--- src/rtl/fbt_pkg.sv ---
// ============================================================================
// fbt_pkg
// Shared types and constants for the flash breakpoint table: item layouts,
// command and mark codes, configuration register indexes and reset values.
// ============================================================================
package fbt_pkg;

    localparam int ADDR_W = 20;
    localparam int DATA_W = 16;
    localparam int CNT_W  = 9;
    localparam int CFG_INDEX_W = 2;

    localparam int SEGMENT_BYTES_DEF = 512;
    localparam int SEGMENT_COUNT_DEF = 128;

    localparam logic [CNT_W-1:0] COUNT_MAX = 9'd511;

    localparam logic [ADDR_W-1:0] FLASH_START_RST = 20'd0;
    localparam logic [ADDR_W-1:0] FLASH_END_RST   = 20'd65535;
    localparam logic [DATA_W-1:0] BREAK_WORD_RST  = 16'd17283;

    typedef enum logic [CFG_INDEX_W-1:0] {
        CFG_FLASH_START     = 2'd0,
        CFG_FLASH_END       = 2'd1,
        CFG_BREAK_WORD      = 2'd2,
        CFG_INSTANT_CLEANUP = 2'd3
    } t_cfg_index;

    typedef enum logic [2:0] {
        CMD_SET     = 3'd0,
        CMD_REMOVE  = 3'd1,
        CMD_QUERY   = 3'd2,
        CMD_COMMIT  = 3'd3,
        CMD_CLOSE   = 3'd4,
        CMD_HIDE    = 3'd5,
        CMD_RESTORE = 3'd6
    } t_cmd;

    typedef enum logic [1:0] {
        MK_NONE     = 2'd0,
        MK_PENDING  = 2'd1,
        MK_ACTIVE   = 2'd2,
        MK_INACTIVE = 2'd3
    } t_mark;

    typedef struct packed {
        logic [2:0]        cmd;
        logic [ADDR_W-1:0] addr;
        logic [DATA_W-1:0] data;
    } t_in_item;

    typedef struct packed {
        logic              ok;
        logic              in_range;
        logic [1:0]        mark;
        logic [DATA_W-1:0] original;
        logic [DATA_W-1:0] write_data;
        logic              erase_needed;
        logic              segment_selected;
    } t_out_item;

endpackage

--- src/rtl/fbt_addr_map.sv ---
// ============================================================================
// fbt_addr_map
// Three-stage map from a window offset to its segment number and its word
// index in the table. The segment is found by a reciprocal multiply with one
// correction step; the word index follows without a further multiply.
// ============================================================================
module fbt_addr_map
    import fbt_pkg::*;
#(
    parameter int SEGMENT_BYTES = SEGMENT_BYTES_DEF,
    parameter int SW = 7,
    parameter int AW = 15
) (
    input  logic              i_clk,
    input  logic [ADDR_W-1:0] i_off,
    output logic [SW-1:0]     o_seg,
    output logic [AW-1:0]     o_idx
);

    localparam int SBW = $clog2(SEGMENT_BYTES + 1);
    localparam int PW  = ADDR_W + SBW;
    localparam logic [ADDR_W-1:0] RECIP = ADDR_W'((2 ** ADDR_W) / SEGMENT_BYTES);
    localparam logic [ADDR_W-1:0] SB_L  = ADDR_W'(SEGMENT_BYTES);
    localparam bit SEG_ODD = (SEGMENT_BYTES % 2) != 0;

    logic [2*ADDR_W-1:0] w_prod;
    logic [PW-1:0]       w_qd;
    logic [ADDR_W-1:0]   w_rem;
    logic [ADDR_W:0]     w_sum;

    logic [ADDR_W-1:0] r_q_est;
    logic [ADDR_W-1:0] r_seg;
    logic [SW-1:0]     r_seg_out;
    logic [AW-1:0]     r_idx;

    // The estimate is never above the true quotient and at most one below it.
    assign w_prod = {{ADDR_W{1'b0}}, i_off} * {{ADDR_W{1'b0}}, RECIP};
    assign w_qd   = {{SBW{1'b0}}, r_q_est} * PW'(SEGMENT_BYTES);
    assign w_rem  = i_off - w_qd[ADDR_W-1:0];

    // With odd segments each segment holds one word more than its byte span
    // covers, so the word index is (offset + segment) / 2.
    assign w_sum = {1'b0, i_off} + (SEG_ODD ? {1'b0, r_seg} : {(ADDR_W + 1){1'b0}});

    always_ff @(posedge i_clk) begin
        r_q_est   <= w_prod[2*ADDR_W-1:ADDR_W];
        r_seg     <= (w_rem >= SB_L) ? r_q_est + 1'b1 : r_q_est;
        r_seg_out <= SW'(r_seg);
        r_idx     <= AW'(w_sum[ADDR_W:1]);
    end

    assign o_seg = r_seg_out;
    assign o_idx = r_idx;

endmodule

--- config.mk ---
export PLATFORM = sky130hd
export DESIGN_NAME = fbt_addr_map
export DESIGN_NICKNAME = d
export VERILOG_FILES = /design/src/rtl/fbt_pkg.sv /design/src/rtl/fbt_addr_map.sv
export SDC_FILE = /design/constraint.sdc
export NUM_CORES = 1
export LEC_CHECK = 0
export CAP_MARGIN = 20
export CELL_PAD_IN_SITES_DETAIL_PLACEMENT = 0
export CELL_PAD_IN_SITES_GLOBAL_PLACEMENT = 1
export CORE_MARGIN = 4
export CORE_UTILIZATION = 46
export CTS_CLUSTER_SIZE = 30
export DETAILED_ROUTE_END_ITERATION = 12
export DONT_BUFFER_PORTS = 1
export PLACE_DENSITY_LB_ADDON = 0.1
export REMOVE_ABC_BUFFERS = 1
export SLEW_MARGIN = 30
export SYNTH_ARGS = -nofsm -noshare
export SYNTH_HDL_FRONTEND = slang
export SYNTH_SLANG_ARGS = --single-unit
--- constraint.sdc ---
create_clock -name i_clk -period 3.85 [get_ports i_clk]
set_clock_uncertainty 0.15 [all_clocks]
set_input_delay 0.385 -clock i_clk [delete_from_list [all_inputs] [get_ports i_clk]]
set_output_delay 0.385 -clock i_clk [all_outputs]
set_load 0.05 [all_outputs]
==> results.md, run 1 <==
* Mapped Area at 1376 um^2
* Vias in the first global route at 942
* Setup crit end kind: flip-flop
* Syn Area/Cell at approximately 11 um^2
* Die area at a little under 4000 um^2
* Worst-path clk slew at 0.10 ns
* Core Area at roughly 2800 um^2
* Routing usage on met1 at about 16%
* First-pass GRT wire length at between 4 and 5 mm
* Run status: finished clean
* CTS buffer count at 5
* Setup Crit Path Kind: flip-flop to flip-flop
* Synth Warn # at 0
* Worst-path maximum fanout at 7
* Worst Max-Slew Pin Slew at 0.4620 ns
* Total number of vias at roughly 950
* Total track usage at 13.70%
* Layout area overhead at 20.36%
* Hold Crit Class: flip-flop to flip-flop
* Fillers at 247
* Nets at approximately 190
* Final Hold Viols at 0
* DP Area at 1415 um^2
* Register area share after synthesis at about half
* Largest area contributor in the netlist: dfxtp_1
* CP peak stage delay at 0.51 ns
* Number of max-cap violations at 0
* RePlAce Congestion at ~0.71
* Total Power at just over 700 uW
* Cells taking the most area after synthesis: dfxtp_1 (48%), ha_1 (10%), xnor2_1 (7.6%)
* Proportion of layout cells with a drive suffix above 1 at 11.54%
* Met2 Use GR at 21.57%
* CTS resizes at 0
* Sink Count at 33
* Setup violators final at 0
* P_int at 496.5 uW
* Global route hottest layer: met2
* H-tree levels at 2
* RSZ-0062 raised after global routing: no
* Pre-Repair DR Iteration Count at 4
* Data required time of the critical path at 3.92 ns
* Sum Neg Setup Slack at 0 ns
* Critical Path Start Type: flip-flop
* Drt total wl at 2.405 mm
* ANT nets after route at 0
* Flop pwr share at between 50 and 60%
* Cell family with most CP delay: compound AO/OA/AOI/OAI gates
* Rows at 19
* Rel. slew slack at just under 70%
* Max-slew violations at 0
* Post-route DRC violation count at 0
* Initial antenna violation count at 0
* Lkg Pwr at between 0.0007 and 0.0008 uW
* Post-synth EDFFs at 0
* Flops & latches, synth at 33
* Post-synthesis cell type count at 31
* Peak supply drop at 0.1449 mV
* Die H at 62.70 um
* Clk Latency, worst-skew pair at 0.32 ns
* WL/cell at between 10 and 15 um
* Power share of the clock group at between 20% and 30%
* TritonCTS clock tree: yes
* Sw Pwr at roughly 220 uW
* Cells after synthesis at 129
* Slowest cell on crit path: nor4_4
* Met3 usage at 5.576%
* Top-area cell type share of the netlist area at 48.00%
* CP arrival at 3.21 ns
* Post-synth top cells: dfxtp_1 (33), inv_1 (12), xnor2_1 (12)
* Post-route minimum period at between 3 and 4 ns
* Clock Tree Buf Depth at 2
* CP Buf/Inv Count at 2
* Main flop type after synthesis: dfxtp_1
* Dpl hpwl at 1.787 mm
* Post-Layout Inst Area at 1657 um^2
* PwrDens at approximately 430 nW/um^2
* Largest net degree at the start of global routing at 11
* Power share of the combinational group at 18.9%
* Worst path cell trace: buf_4 > inv_1 > ha_1 > a21o_1 > a221oi_2 > a211oi_1 > xnor2_1 > nand2_1 > nor4_4 > mux2_1
* Fmax at about 320 MHz
* Via/cell ratio at around 5.1
* Count leader, synth: dfxtp_1
* Starting density of the core at 49.06%
* CTS root buffer: clkbuf_4
* Asr flop ratio synth at 0%
* Port bufs at 0
* Total global routing overflow at 0
* Die Wd at 62.70 um
* Final period util at 81.65%
* Switching Fraction at 30.97%
* Iter 0 DRT Violations at 35
* Ports at 43
* Antenna diodes at 0
flip-flops by register name, summed over array words and instances, names as in the netlist:
name / count
o_idx: 14
r_q_est: 5
o_seg: 7
r_seg: 7
routing by layer:
metal	wire, um	vias up
met5	0	-
met4	55	0
met3	158	5
met2	1109	32
met1	1080	429
li1	-	486
stage by stage:
stage	util, %	worst slack [ns]	hold WS, ns	instances
finish	59.05	0.7063	0.1824	187
global route	59.05	0.4729	0.1891	187
CTS	59.05	0.6870	0.1839	187
detailed placement	50.45	0.6557	0.1621	160
global placement	50.45	0.6379	0.1598	160
floorplan	-	0.5369	0.1596	122
timing repair:
action                                 in CTS  in global routing
buffers inserted                            0                  0
setup endpoints to repair                   0                  0
hold buffers                               19                  0
endpoints found under the hold margin      19                  0
kinds of logic after synthesis:
family	Yosys count	synth area share, %
adder cells (fa/ha/maj)	12	11.45
multiplexers	1	0.8181
XOR/XNOR	13	8.273
flip-flops	33	48.00
AO/OA/AOI/OAI	23	12.73
buffers and inverters	19	7.091
AND/OR/NAND/NOR	28	11.64
power groups by stage:
stage / Sequential (uW) / Combinational (uW) / Clock [uW]
finish: 407 / 136 / 176
global route: 409 / 152 / 196
CTS: 408 / 137 / 184
detailed placement: 416 / 121 / 0
global placement: 415 / 120 / 0
floorplan: 430 / 84.4 / 0
final timing paths:
path / startpoint / end / slack (ns) / depth (start not counted)
worst max-delay path: o_idx[10]$_DFF_P_ / r_seg[1]$_DFF_P_ / 0.71 / 10
worst min register to register: r_seg[3]$_DFF_P_ / o_seg[3]$_DFF_P_ / 0.18 / 0
worst min-delay path: r_seg[3]$_DFF_P_ / o_seg[3]$_DFF_P_ / 0.18 / 0
worst max register to register: o_idx[10]$_DFF_P_ / r_seg[1]$_DFF_P_ / 0.71 / 10
placed cells by master, fill, tap and decap left out, drive strengths merged:
master	Yosys	routed
nor2	10	10
clkinv	0	2
nand2b	2	2
nor4	1	1
a21oi	6	6
o211ai	1	1
dlygate4sd3	0	19
nand4b	1	1
dfxtp	33	33
xor2	1	1
nand2	2	2
a21o	5	5
o21a	1	1
buf	7	7
nand3	4	4
xnor2	12	12
o21ai	1	1
nand4	2	2
a211oi	2	2
ha	11	11
fa	1	1
o31ai	1	1
clkbuf	0	6
and4	1	1
a311o	2	2
nor2b	2	2
inv	12	12
or3	1	1
and3	1	1
or2	1	1
mux2	1	1
a221oi	2	2
a2111oi	1	1
a31oi	1	1
layout make-up:
type | count | area [um^2] | share of cell area (%)
clock inverter | 2 | 10.01 | 0.6042
inverter | 12 | 45.04 | 2.719
timing repair buffer | 26 | 242.7 | 14.65
clock buffer | 6 | 41.29 | 2.492
tap | 31 | 38.79 | 2.341
sequential | 33 | 660.6 | 39.88
multi-input combinational | 77 | 618.1 | 37.31
(Power assumes the default switching activity.)
==> inputs of run 2 (changes only) <==
--- a/config.mk
+++ b/config.mk
@@ -5,11 +5,12 @@
 export SDC_FILE = /design/constraint.sdc
 export NUM_CORES = 1
 export LEC_CHECK = 0
+export ABC_AREA = 1
 export CAP_MARGIN = 20
 export CELL_PAD_IN_SITES_DETAIL_PLACEMENT = 0
 export CELL_PAD_IN_SITES_GLOBAL_PLACEMENT = 1
 export CORE_MARGIN = 4
-export CORE_UTILIZATION = 46
+export CORE_UTILIZATION = 39
 export CTS_CLUSTER_SIZE = 30
 export DETAILED_ROUTE_END_ITERATION = 12
 export DONT_BUFFER_PORTS = 1
==> constraint.sdc (replaced) <==
create_clock -name i_clk -period 2.6 [get_ports i_clk]
set_clock_uncertainty 0.15 [all_clocks]
set_input_delay 0.26 -clock i_clk [delete_from_list [all_inputs] [get_ports i_clk]]
set_output_delay 0.26 -clock i_clk [all_outputs]
set_load 0.05 [all_outputs]
==> run 2 against run 1 <==
Against the previous run:
- combinational power rose by 68%
- flip-flop and latch count did not move
- via count rose by 35%
- routed wire length rose by 30%
- worst setup slack got worse by 0.38 ns
- critical path depth rose by 3
- final cell count rose by 51%
- highest routed layer unchanged
- register-to-register slack got worse by 0.38 ns
- non-clock buffer count did not move
==> results.md, run 2 <==
* Largest area contributor in the netlist: dfxtp_1
* Register area share after synthesis at 41.90%
* Dpl hpwl at 2.409 mm
* Synth Area in Simple Gates at 29.92%
* Setup crit end kind: flip-flop
* Largest net degree at the start of global routing at 11
* Core Area at between 3000 and 4000 um^2
* Largest family of logic cells by synthesized area: simple AND/OR/NAND/NOR gates
* Power share of the clock group at 30.0%
* Rows at 22
* Final Hold Viols at 0
* Place WS at 0.3181 ns
* Total Power at 1192 uW
* ANT nets after route at 0
* WL/cell at 11.07 um
* Switching Fraction at about a third
* CTS root buffer: clkbuf_8
* Total global routing overflow at 0
* Setup violators final at 0
* Post-synthesis cell type count at 20
* Worst Max-Slew Pin Slew at 0.4798 ns
* Post-synth top cells: nand2_1 (77), dfxtp_1 (33), inv_1 (31)
* Max-slew violations at 0
* Multiplexer share of the synthesized area at 0%
* Antenna diodes at 0
* RSZ-0062 raised after global routing: no
* Proportion of layout cells with a drive suffix above 1 at 11.06%
* Via/cell ratio at between 4 and 5
* Synth Area in Compound Gates at 1.270%
* Port bufs at 0
* Sink Count at 33
* Commonest non-fill, non-tap cell in the layout: nand2_1
* Number of max-cap violations at 0
* Post-synth EDFFs at 0
* Iter 0 DRT Violations at 36
* Fmax at 440.0 MHz
* Flops & latches, synth at 33
* Layout area overhead at 21.11%
* Pre-Repair DR Iteration Count at 4
* Clock Tree Buf Depth at 2
* Post-route minimum period at 2.273 ns
* Cells after synthesis at 208
* Worst-path clk slew at approximately 0.06 ns
* Hold Crit Class: flip-flop to flip-flop
* TritonCTS clock tree: yes
* Max reg flops at 14
* Setup bufs post-CTS at 0
* XOR/XNOR Fraction of Synth Area at roughly 5%
* Worst-path maximum fanout at 7
* Top-area cell type share of the netlist area at between 40% and 50%
* Count leader, synth: nand2_1
* Mapped Area at ~1600 um^2
* Highest-count cells in the layout ignoring fill and taps: nand2_1 (77), dfxtp_1 (33), inv_1 (31), dlygate4sd3_1 (19), ha_1 (11)
* Data required time of the critical path at 2.62 ns
* Vias in the first global route at ~1200
* Die Wd at 71.58 um
* Cells taking the most area after synthesis: dfxtp_1 (42%), nand2_1 (18%), ha_1 (8.7%)
* Sum Neg Setup Slack at 0 ns
* Main flop type after synthesis: dfxtp_1
* Setup slack after layout at 0.3272 ns
* Setup Crit Path Kind: flip-flop to flip-flop
* Initial antenna violation count at 0
* Run status: finished clean
* Sw Pwr at between 300 and 400 uW
* Synth Warn # at 0
* Final period util at between 80 and 90%
* Clk Latency, worst-skew pair at about 0.28 ns
* Peak supply drop at between 0.2 and 0.3 mV
* Nets at 267
* Drt total wl at between 3 and 4 mm
* CTS buffer count at 5
* Die H at 71.58 um
* Syn Area/Cell at 7.579 um^2
* Flop pwr share at 50.8%
* Critical Path Start Type: flip-flop
* Rel. slew slack at around two thirds
* H-tree levels at 2
* Post-Synth Adder-Cell Area at 10.00%
* Starting density of the core at a little over two fifths
* Total track usage at 13.10%
* Power share of the combinational group at 19.2%
* Post-route DRC violation count at 0
* P_int at 816.7 uW
* Lkg Pwr at 0.001024 uW
* Final design utilization at approximately half
* CP arrival at 2.30 ns
* CTS resizes at 0
* Ports at 43
* First-pass GRT wire length at 5.299 mm
* RePlAce Congestion at between 0.8 and 0.9
* Die area at roughly 5100 um^2
* PwrDens at 624.2 nW/um^2
* Asr flop ratio synth at 0%
* Total number of vias at 1284
run 2: cell types whose count changed after synthesis, sizes merged, moves of 3 or more:
cell    delta
nand3      +7
xnor2      -9
nand2     +76
nand4      +3
inv       +24
nand3b     +3
a21o       -5
xor2       +5
run 2: final cells by class:
class / count / area, um^2
fillers: 370 / 1862
inverters: 36 / 135.1
repair buffers: 26 / 242.7
multi-input cells: 132 / 728.2
clock buffers: 6 / 72.57
well taps: 48 / 60.06
clock inverters: 2 / 10.01
flip-flops and latches: 33 / 660.6
run 2: critical path, stage by stage (launching register included):
cell and delay (ns):
dfxtp_1 0.33, ha_1 0.14, inv_1 0.08, fa_1 0.45, nand3_1 0.11, nand3_2 0.11
nand2_1 0.12, nand3b_1 0.08, nand2_1 0.08, nand2_1 0.06, inv_2 0.07, nand4_2 0.21
nand2_1 0.12, nand2_1 0.06
run 2: worst paths after layout:
check | cells past startpoint | endpoint | slack, ns | from
worst max-delay path | 13 | r_seg[2]$_DFF_P_ | 0.33 | o_idx[8]$_DFF_P_
worst min register to register | 0 | o_seg[4]$_DFF_P_ | 0.18 | r_seg[4]$_DFF_P_
worst max register to register | 13 | r_seg[2]$_DFF_P_ | 0.33 | o_idx[8]$_DFF_P_
worst min-delay path | 0 | o_seg[4]$_DFF_P_ | 0.18 | r_seg[4]$_DFF_P_
run 2: logic make-up after synthesis:
family                     count (synthesis)
AOI/OAI and AO/OA                          4
and+or+nand+nor                          107
xor gates and xnor gates                   9
adders and majority gates                 12
DFF                                       33
buffers and inverters                     43
run 2: layer usage:
metal  track usage [%]  part of all wire, %
met2             21.33                   44
met1             16.21                   47
met4             4.384                  1.4
met3             4.348                  7.9
met5                 0                    0
run 2: what timing repair did:
item / in CTS / in global routing
setup endpoints to repair: 0 / 0
endpoints found under the hold margin: 19 / 0
hold buffers: 19 / 0
run 2: metrics by stage:
step,instance area (um^2),instances,hold WS [ns]
5_1_grt,1909,283,0.1834
3_3_place_gp,1637,256,0.1378
2_1_floorplan,1524,201,0.1377
6_report,1909,283,0.1766
3_5_place_dp,1637,256,0.1378
4_1_cts,1909,283,0.1769
run 2: power groups by stage:
stage	combinational, uW	clock (uW)	sequential, uW
after floorplan	143	0	638
after global placement	206	0	616
after detailed placement	209	0	617
after CTS	232	368	605
after global routing	262	387	608
final	229	358	605
